==> src/design/lpd_pkg.sv <==
`timescale 1ns / 1ps
// ----------------------------------------------------------------------------
// Length-prefix deframer package
// Shared types and constants for the deframer parser and its top level.
// ----------------------------------------------------------------------------
package lpd_pkg;

  localparam int unsigned LEN_W = 30;
  localparam int unsigned BYTE_W = 8;
  localparam int unsigned KIND_W = 2;
  localparam int unsigned HDR_W = 32;
  localparam int unsigned CNT_W = 3;

  localparam logic [LEN_W-1:0] MAX_LEN_RESET = LEN_W'(1024 * 1024);
  localparam logic [1:0] HDR_LEN_MASK = 2'h3;

  localparam logic [KIND_W-1:0] KIND_BYTE = 2'd0;
  localparam logic [KIND_W-1:0] KIND_EMPTY = 2'd1;
  localparam logic [KIND_W-1:0] KIND_ERROR = 2'd2;

  typedef enum logic [1:0] {
    PH_FIRST = 2'd0,
    PH_HEADER = 2'd1,
    PH_PAYLOAD = 2'd2
  } phase_t;

  typedef struct packed {
    logic              valid;
    logic [KIND_W-1:0] kind;
    logic [BYTE_W-1:0] data;
    logic              eom;
    logic [LEN_W-1:0]  len;
  } result_t;

endpackage

==> src/design/length_prefix_deframer.sv <==
`timescale 1ns / 1ps
// ----------------------------------------------------------------------------
// Length-prefix deframer
// A result enters the output register in the cycle after its byte is accepted.
// Throughput: one byte per cycle while the output register is not stalled.
// A stalled result holds the output register; a new byte is taken once it drains.
// Reset clears the parse state to expecting a header and sets the maximum
// length register to 1048576.
// ----------------------------------------------------------------------------
module length_prefix_deframer (
  input  logic                         clk,
  input  logic                         rst,
  input  logic                         in_valid,
  output logic                         in_ready,
  input  logic [lpd_pkg::BYTE_W-1:0]   rx_byte,
  output logic                         out_valid,
  input  logic                         out_ready,
  output logic [lpd_pkg::KIND_W-1:0]   result_kind,
  output logic [lpd_pkg::BYTE_W-1:0]   payload_byte,
  output logic                         end_of_message,
  output logic [lpd_pkg::LEN_W-1:0]    message_length,
  input  logic                         cfg_write_enable,
  input  logic [lpd_pkg::LEN_W-1:0]    cfg_write_data
);

  logic [lpd_pkg::LEN_W-1:0] max_len;
  logic                      accept;
  lpd_pkg::result_t          result;

  assign in_ready = !out_valid || out_ready;
  assign accept = in_valid && in_ready;

  always_ff @(posedge clk) begin
    if (rst) begin
      max_len <= lpd_pkg::MAX_LEN_RESET;
    end else if (cfg_write_enable) begin
      max_len <= cfg_write_data;
    end
  end

  lpd_parser u_parser (
    .clk     (clk),
    .rst     (rst),
    .accept  (accept),
    .rx_byte (rx_byte),
    .max_len (max_len),
    .result  (result)
  );

  always_ff @(posedge clk) begin
    if (rst) begin
      out_valid <= 1'b0;
    end else if (accept) begin
      out_valid <= result.valid;
    end else if (out_ready) begin
      out_valid <= 1'b0;
    end
  end

  always_ff @(posedge clk) begin
    if (accept && result.valid) begin
      result_kind <= result.kind;
      payload_byte <= result.data;
      end_of_message <= result.eom;
      message_length <= result.len;
    end
  end

  // A byte is never taken while a stalled result sits in the output register.
  assert property (@(posedge clk) disable iff (rst)
    out_valid && !out_ready |-> !in_ready)
    else $error("input taken while result stalled");

  assert property (@(posedge clk) disable iff (rst)
    out_valid && result_kind != lpd_pkg::KIND_BYTE |-> payload_byte == '0)
    else $error("non-byte result carries payload data");

  assert property (@(posedge clk) disable iff (rst)
    out_valid && result_kind == lpd_pkg::KIND_EMPTY |-> end_of_message && message_length == '0)
    else $error("empty message result malformed");

  assert property (@(posedge clk) disable iff (rst)
    out_valid && result_kind == lpd_pkg::KIND_ERROR |-> !end_of_message
      && message_length > $past(max_len))
    else $error("length error result malformed");

endmodule

==> src/design/lpd_parser.sv <==
`timescale 1ns / 1ps
// ----------------------------------------------------------------------------
// Length-prefix deframer parser
// Header assembly, length check and payload counting, one byte per transfer.
// ----------------------------------------------------------------------------
module lpd_parser (
  input  logic                         clk,
  input  logic                         rst,
  input  logic                         accept,
  input  logic [lpd_pkg::BYTE_W-1:0]   rx_byte,
  input  logic [lpd_pkg::LEN_W-1:0]    max_len,
  output lpd_pkg::result_t             result
);

  lpd_pkg::phase_t phase, phase_next;
  logic [lpd_pkg::CNT_W-1:0] hdr_total, hdr_total_next;
  logic [lpd_pkg::CNT_W-1:0] hdr_seen, hdr_seen_next;
  logic [lpd_pkg::HDR_W-1:0] header_value, header_value_next;
  logic [lpd_pkg::LEN_W-1:0] remaining, remaining_next;

  logic [lpd_pkg::HDR_W-1:0] hv_merged;
  logic [lpd_pkg::HDR_W-1:0] hv_first;
  logic [lpd_pkg::CNT_W-1:0] seen_inc;
  logic [lpd_pkg::LEN_W-1:0] new_len;
  logic [lpd_pkg::LEN_W-1:0] cur_len;
  logic                      hdr_done;
  logic                      too_long;
  logic                      is_empty;
  logic                      last;

  always_comb begin
    case (hdr_seen[1:0])
      2'd0: hv_merged = header_value | {24'b0, rx_byte};
      2'd1: hv_merged = header_value | {16'b0, rx_byte, 8'b0};
      2'd2: hv_merged = header_value | {8'b0, rx_byte, 16'b0};
      default: hv_merged = header_value | {rx_byte, 24'b0};
    endcase
  end

  assign hv_first = {24'b0, rx_byte};
  assign seen_inc = hdr_seen + 3'd1;
  assign cur_len = header_value[lpd_pkg::HDR_W-1:2];
  assign new_len = (phase == lpd_pkg::PH_HEADER) ? hv_merged[lpd_pkg::HDR_W-1:2]
                                                 : hv_first[lpd_pkg::HDR_W-1:2];
  assign too_long = new_len > max_len;
  assign is_empty = new_len == '0;
  assign last = remaining <= lpd_pkg::LEN_W'(1);

  always_comb begin
    case (phase)
      lpd_pkg::PH_PAYLOAD: hdr_done = 1'b0;
      lpd_pkg::PH_HEADER: hdr_done = seen_inc >= hdr_total;
      default: hdr_done = (rx_byte[1:0] & lpd_pkg::HDR_LEN_MASK) == 2'd0;
    endcase
  end

  always_comb begin
    phase_next = phase;
    hdr_total_next = hdr_total;
    hdr_seen_next = hdr_seen;
    header_value_next = header_value;
    remaining_next = remaining;
    case (phase)
      lpd_pkg::PH_PAYLOAD: begin
        if (last) begin
          remaining_next = '0;
          phase_next = lpd_pkg::PH_FIRST;
        end else begin
          remaining_next = remaining - lpd_pkg::LEN_W'(1);
        end
      end
      lpd_pkg::PH_HEADER: begin
        header_value_next = hv_merged;
        hdr_seen_next = seen_inc;
      end
      default: begin
        header_value_next = hv_first;
        hdr_total_next = {1'b0, rx_byte[1:0] & lpd_pkg::HDR_LEN_MASK} + 3'd1;
        hdr_seen_next = 3'd1;
        phase_next = lpd_pkg::PH_HEADER;
      end
    endcase
    if (hdr_done) begin
      if (too_long || is_empty) begin
        phase_next = lpd_pkg::PH_FIRST;
      end else begin
        remaining_next = new_len;
        phase_next = lpd_pkg::PH_PAYLOAD;
      end
    end
  end

  always_comb begin
    result = '0;
    if (accept) begin
      if (phase == lpd_pkg::PH_PAYLOAD) begin
        result.valid = 1'b1;
        result.kind = lpd_pkg::KIND_BYTE;
        result.data = rx_byte;
        result.eom = last;
        result.len = cur_len;
      end else if (hdr_done) begin
        if (too_long) begin
          result.valid = 1'b1;
          result.kind = lpd_pkg::KIND_ERROR;
          result.len = new_len;
        end else if (is_empty) begin
          result.valid = 1'b1;
          result.kind = lpd_pkg::KIND_EMPTY;
          result.eom = 1'b1;
        end
      end
    end
  end

  always_ff @(posedge clk) begin
    if (rst) begin
      phase <= lpd_pkg::PH_FIRST;
    end else if (accept) begin
      phase <= phase_next;
    end
  end

  always_ff @(posedge clk) begin
    if (accept) begin
      hdr_total <= hdr_total_next;
      hdr_seen <= hdr_seen_next;
      header_value <= header_value_next;
      remaining <= remaining_next;
    end
  end

endmodule
==> config.mk <==
export PLATFORM = sky130hd
export DESIGN_NAME = length_prefix_deframer
export DESIGN_NICKNAME = d
export VERILOG_FILES = /design/src/design/lpd_pkg.sv /design/src/design/length_prefix_deframer.sv /design/src/design/lpd_parser.sv
export SDC_FILE = /design/constraint.sdc
export NUM_CORES = 1
export LEC_CHECK = 0
export BUFFER_PORTS_ARGS = -buffer_cell sky130_fd_sc_hd__buf_2
export CAP_MARGIN = 40
export CORE_AREA = 2 2 117 119
export CTS_BUF_LIST = sky130_fd_sc_hd__clkbuf_8
export CTS_CLUSTER_SIZE = 40
export DETAILED_ROUTE_END_ITERATION = 7
export DIE_AREA = 0 0 119 121
export PLACE_DENSITY = 0.88
export SLEW_MARGIN = 10
export SYNTH_ARGS = -nofsm -noshare
export SYNTH_HDL_FRONTEND = slang
export SYNTH_SLANG_ARGS = --single-unit
==> constraint.sdc <==
create_clock -name clk -period 16.44 [get_ports clk]
set_clock_uncertainty 0.05 [all_clocks]
set_input_delay 3.288 -clock clk [delete_from_list [all_inputs] [get_ports clk]]
set_output_delay 3.288 -clock clk [all_outputs]
set_load 0.02 [all_outputs]
==> summary.txt <==
Status
  • Status: completed

STA
  • Hold Fails Final Rpt: 0
  • Final setup fails: 0
  • Fin. max-slew vios: 0
  • Final WS setup: 9.354 ns
  • TNS Setup: 0 ns
  • Tmin final: 7.086 ns
  • RSZ-0062 raised after global routing: no
  • Final period util: 0.4310
  • Max Freq: 0.1411 GHz
  • Worst slew pin tran: 0.8707 ns
  • Worst rel slew slack: 0.4195

Clock tree
  • CTS clock-pin slew for the worst setup and hold paths: 0.07 ns
  • Setup bufs post-CTS: 0
  • Root Buffer: clkbuf_8
  • CTS Hold Bufs: 0
  • TritonCTS Buffers: 17
  • H-tree depth: 4
  • Clock buffer depth: 2
  • Post-CTS Resized: 0
  • Clock Latency Late Sink: 0.46 ns
  • CTS tree: built
  • # clock sinks: 140

Critical path
  • Reg-to-reg slack, setup: 11.45 ns
  • Worst r2r src: u_parser.hdr_seen[0]$_SDFFCE_PP1P_
  • Crit end category: output pin
  • Crit start category: input port
  • Worst EP arrival: 3.75 ns
  • Reg2reg end: u_parser.remaining[27]$_DFFE_PP_
  • Crit-path max FO: 5
  • Crit path kind: in2out
  • Critical path data required time: 13.10 ns
  • R2R depth: 12

Power
  • Max IR drop VDD: 58.30 µV
  • Final total power: 902.2 µW
  • P_leak: 0.003635 µW
  • Pwr/cell area: 103.2 nW/µm²

Floorplanning
  • Die width: 119 µm
  • Die area: 14400 µm²
  • I/O pin cnt: 86
  • Die Y: 121 µm
  • Num rows: 42
  • Core area: 13090 µm²
  • Initial Util: 0.5906

Placement
  • Routability cong.: 0.9041
  • Pre-CTS setup slack: 9.356 ns
  • Port bufs: 85
  • Dpl hpwl: 13430 µm

Logic synthesis
  • Async S/R FF share, synth: 0
  • Sequential share of the synthesized area: 0.5013
  • Distinct cell type count after synthesis: 58
  • Ys flop type: edfxtp_1
  • Syn_nets: 796
  • Cell count after synthesis: 708
  • Yosys Warn Count: 0
  • Avg Synthesized Cell Area: 10.91 µm²
  • Post-synth design cell area: 7727 µm²
  • Synth Register Bits: 140
  • Post-synth EDFFs: 107

Min path
  • Worst min path class: reg2reg
  • Hold Startpoint: max_len[4]$_SDFFE_PP0P_
  • Worst Hold Depth: 2
  • Hold-critical path endpoint: max_len[4]$_SDFFE_PP0P_

Global route
  • Gr usage total: 0.2668
  • Maximum number of pins on one net before global-route repair: 42
  • Initial antenna violation count: 0
  • Total gr overflow: 0
  • First-pass GRT wire length: 29570 µm
  • Vias in the first global route: 5744

Route
  • Final wirelength: 18780 µm
  • DR WL/cell: 19.20 µm
  • DRT iter0 DRCs: 741
  • Via Count: 6054
  • Routed Antenna Nets: 0
  • Drt pass-1 iters: 6
  • DR vias/cell: 6.190
  • DRC violations left: 0

Layout
  • Ant. Diodes: 0
  • Post-layout net count: 877
  • Ratio of cells with drive above 1 in the final layout: 0.2020
  • Area grow syn2layout: 13.10%
  • # fillers: 912

Run
  • Max-Cap Viols: 0
[power by group]
group	switching, µW	internal, µW
registers	21.2	415
clock network	130	162
logic	101	72.8
[sequential cells by signal, indices dropped and copies added, names as in the netlist]
name and flops:
max_len 30, u_parser.hdr_seen 3, u_parser.hdr_total 3, payload_byte 8
u_parser.remaining 30, result_kind 2, u_parser.phase 2, out_valid 1
message_length 30, end_of_message 1, u_parser.header_value 30
[cells in the mapped netlist, drive strengths merged (2+ instances only)]
library cell  number  share of area
nor2             111          0.054
edfxtp           107           0.42
inv               47          0.023
ha                45          0.073
a21oi             44          0.028
a22o              35          0.040
dfxtp             33          0.085
mux2i             33          0.043
nand2             31          0.015
mux2              26          0.051
clkbuf            22          0.011
xnor2             16          0.018
nor3              14         0.0091
nor4              12          0.011
o21ai             12         0.0078
nand4             11         0.0089
buf               10          0.012
nand3              9         0.0065
xor2               9          0.010
and3               8         0.0065
and2               6         0.0049
nand2b             6         0.0049
o31ai              6         0.0058
nor2b              5         0.0040
o41ai              5         0.0057
or3                5         0.0040
a32o               4         0.0053
or2                4         0.0032
a21o               3         0.0029
and4               3         0.0034
a221o              2         0.0026
a22oi              2         0.0019
a31oi              2         0.0016
clkinv             2        0.00097
o211ai             2         0.0019
o41a               2         0.0029
or4                2         0.0019
[cells in the final DEF, fill, tap and decap left out, types with 31 or more instances in the layout]
cell / instances
a21oi_1: 43
a22o_1: 35
buf_2: 86
dfxtp_1: 33
edfxtp_1: 107
ha_1: 45
inv_1: 48
mux2i_1: 33
nand2_1: 31
nor2_1: 109
[cells by family (layout without fill, tap and decap cells)]
| family | count (synthesis) | after routing | synth area share |
|---|---|---|---|
| muxes | 59 | 59 | 0.09326 |
| and+or+nand+nor | 231 | 231 | 0.1422 |
| xor gates and xnor gates | 25 | 25 | 0.02834 |
| AOI/OAI and AO/OA | 127 | 127 | 0.1151 |
| DFF | 140 | 140 | 0.5013 |
| buffers and inverters | 81 | 175 | 0.04696 |
| adders and majority gates | 45 | 45 | 0.07286 |
[stage by stage]
| step | cell area, µm² | instances | hold WS, ns | utilization |
|---|---|---|---|---|
| 6_report | 8740 | 978 | 0.4464 | 0.6679 |
| 5_1_grt | 8740 | 978 | 0.4739 | 0.6679 |
| 4_1_cts | 8740 | 978 | 0.4487 | 0.6679 |
| 3_5_place_dp | 8325 | 946 | 0.4190 | 0.6363 |
| 3_3_place_gp | 8263 | 942 | 0.4145 | 0.6315 |
| 2_1_floorplan | 7727 | 708 | 0.3970 | - |
[worst max-delay path, stage by stage]
cell and delay, ns:
buf_2 0.09, nand2b_1 0.18, buf_2 0.18
[cell type report]
| class | count | area [µm²] | area share |
|---|---|---|---|
| sequential | 140 | 3874 | 0.4432 |
| multi-input combinational | 487 | 3522 | 0.4030 |
| timing repair buffer | 94 | 525.5 | 0.06013 |
| clock buffer | 17 | 234.0 | 0.02677 |
| tap | 176 | 220.2 | 0.02520 |
| inverter | 49 | 183.9 | 0.02105 |
| clock inverter | 15 | 180.2 | 0.02062 |
[per-layer routing]
metal | share of wire | track usage
met3 | 0.095 | 0.06673
met4 | 0.047 | 0.1324
met2 | 0.45 | 0.4131
met1 | 0.41 | 0.3512
met5 | 0 | 0
[worst max path at each step]
| stage | endpoint | startpoint | slack [ns] |
|---|---|---|---|
| final | in_ready | out_ready | 9.35 |
| after global routing | in_ready | out_ready | 9.31 |
| after CTS | in_ready | out_ready | 9.36 |
| after detailed placement | in_ready | out_ready | 9.36 |
| after global placement | in_ready | out_ready | 9.37 |
| after floorplan | end_of_message$_SDFFCE_PN0P_ | rx_byte[3] | 8.95 |
Note: power is estimated with default switching activity, not from simulation.
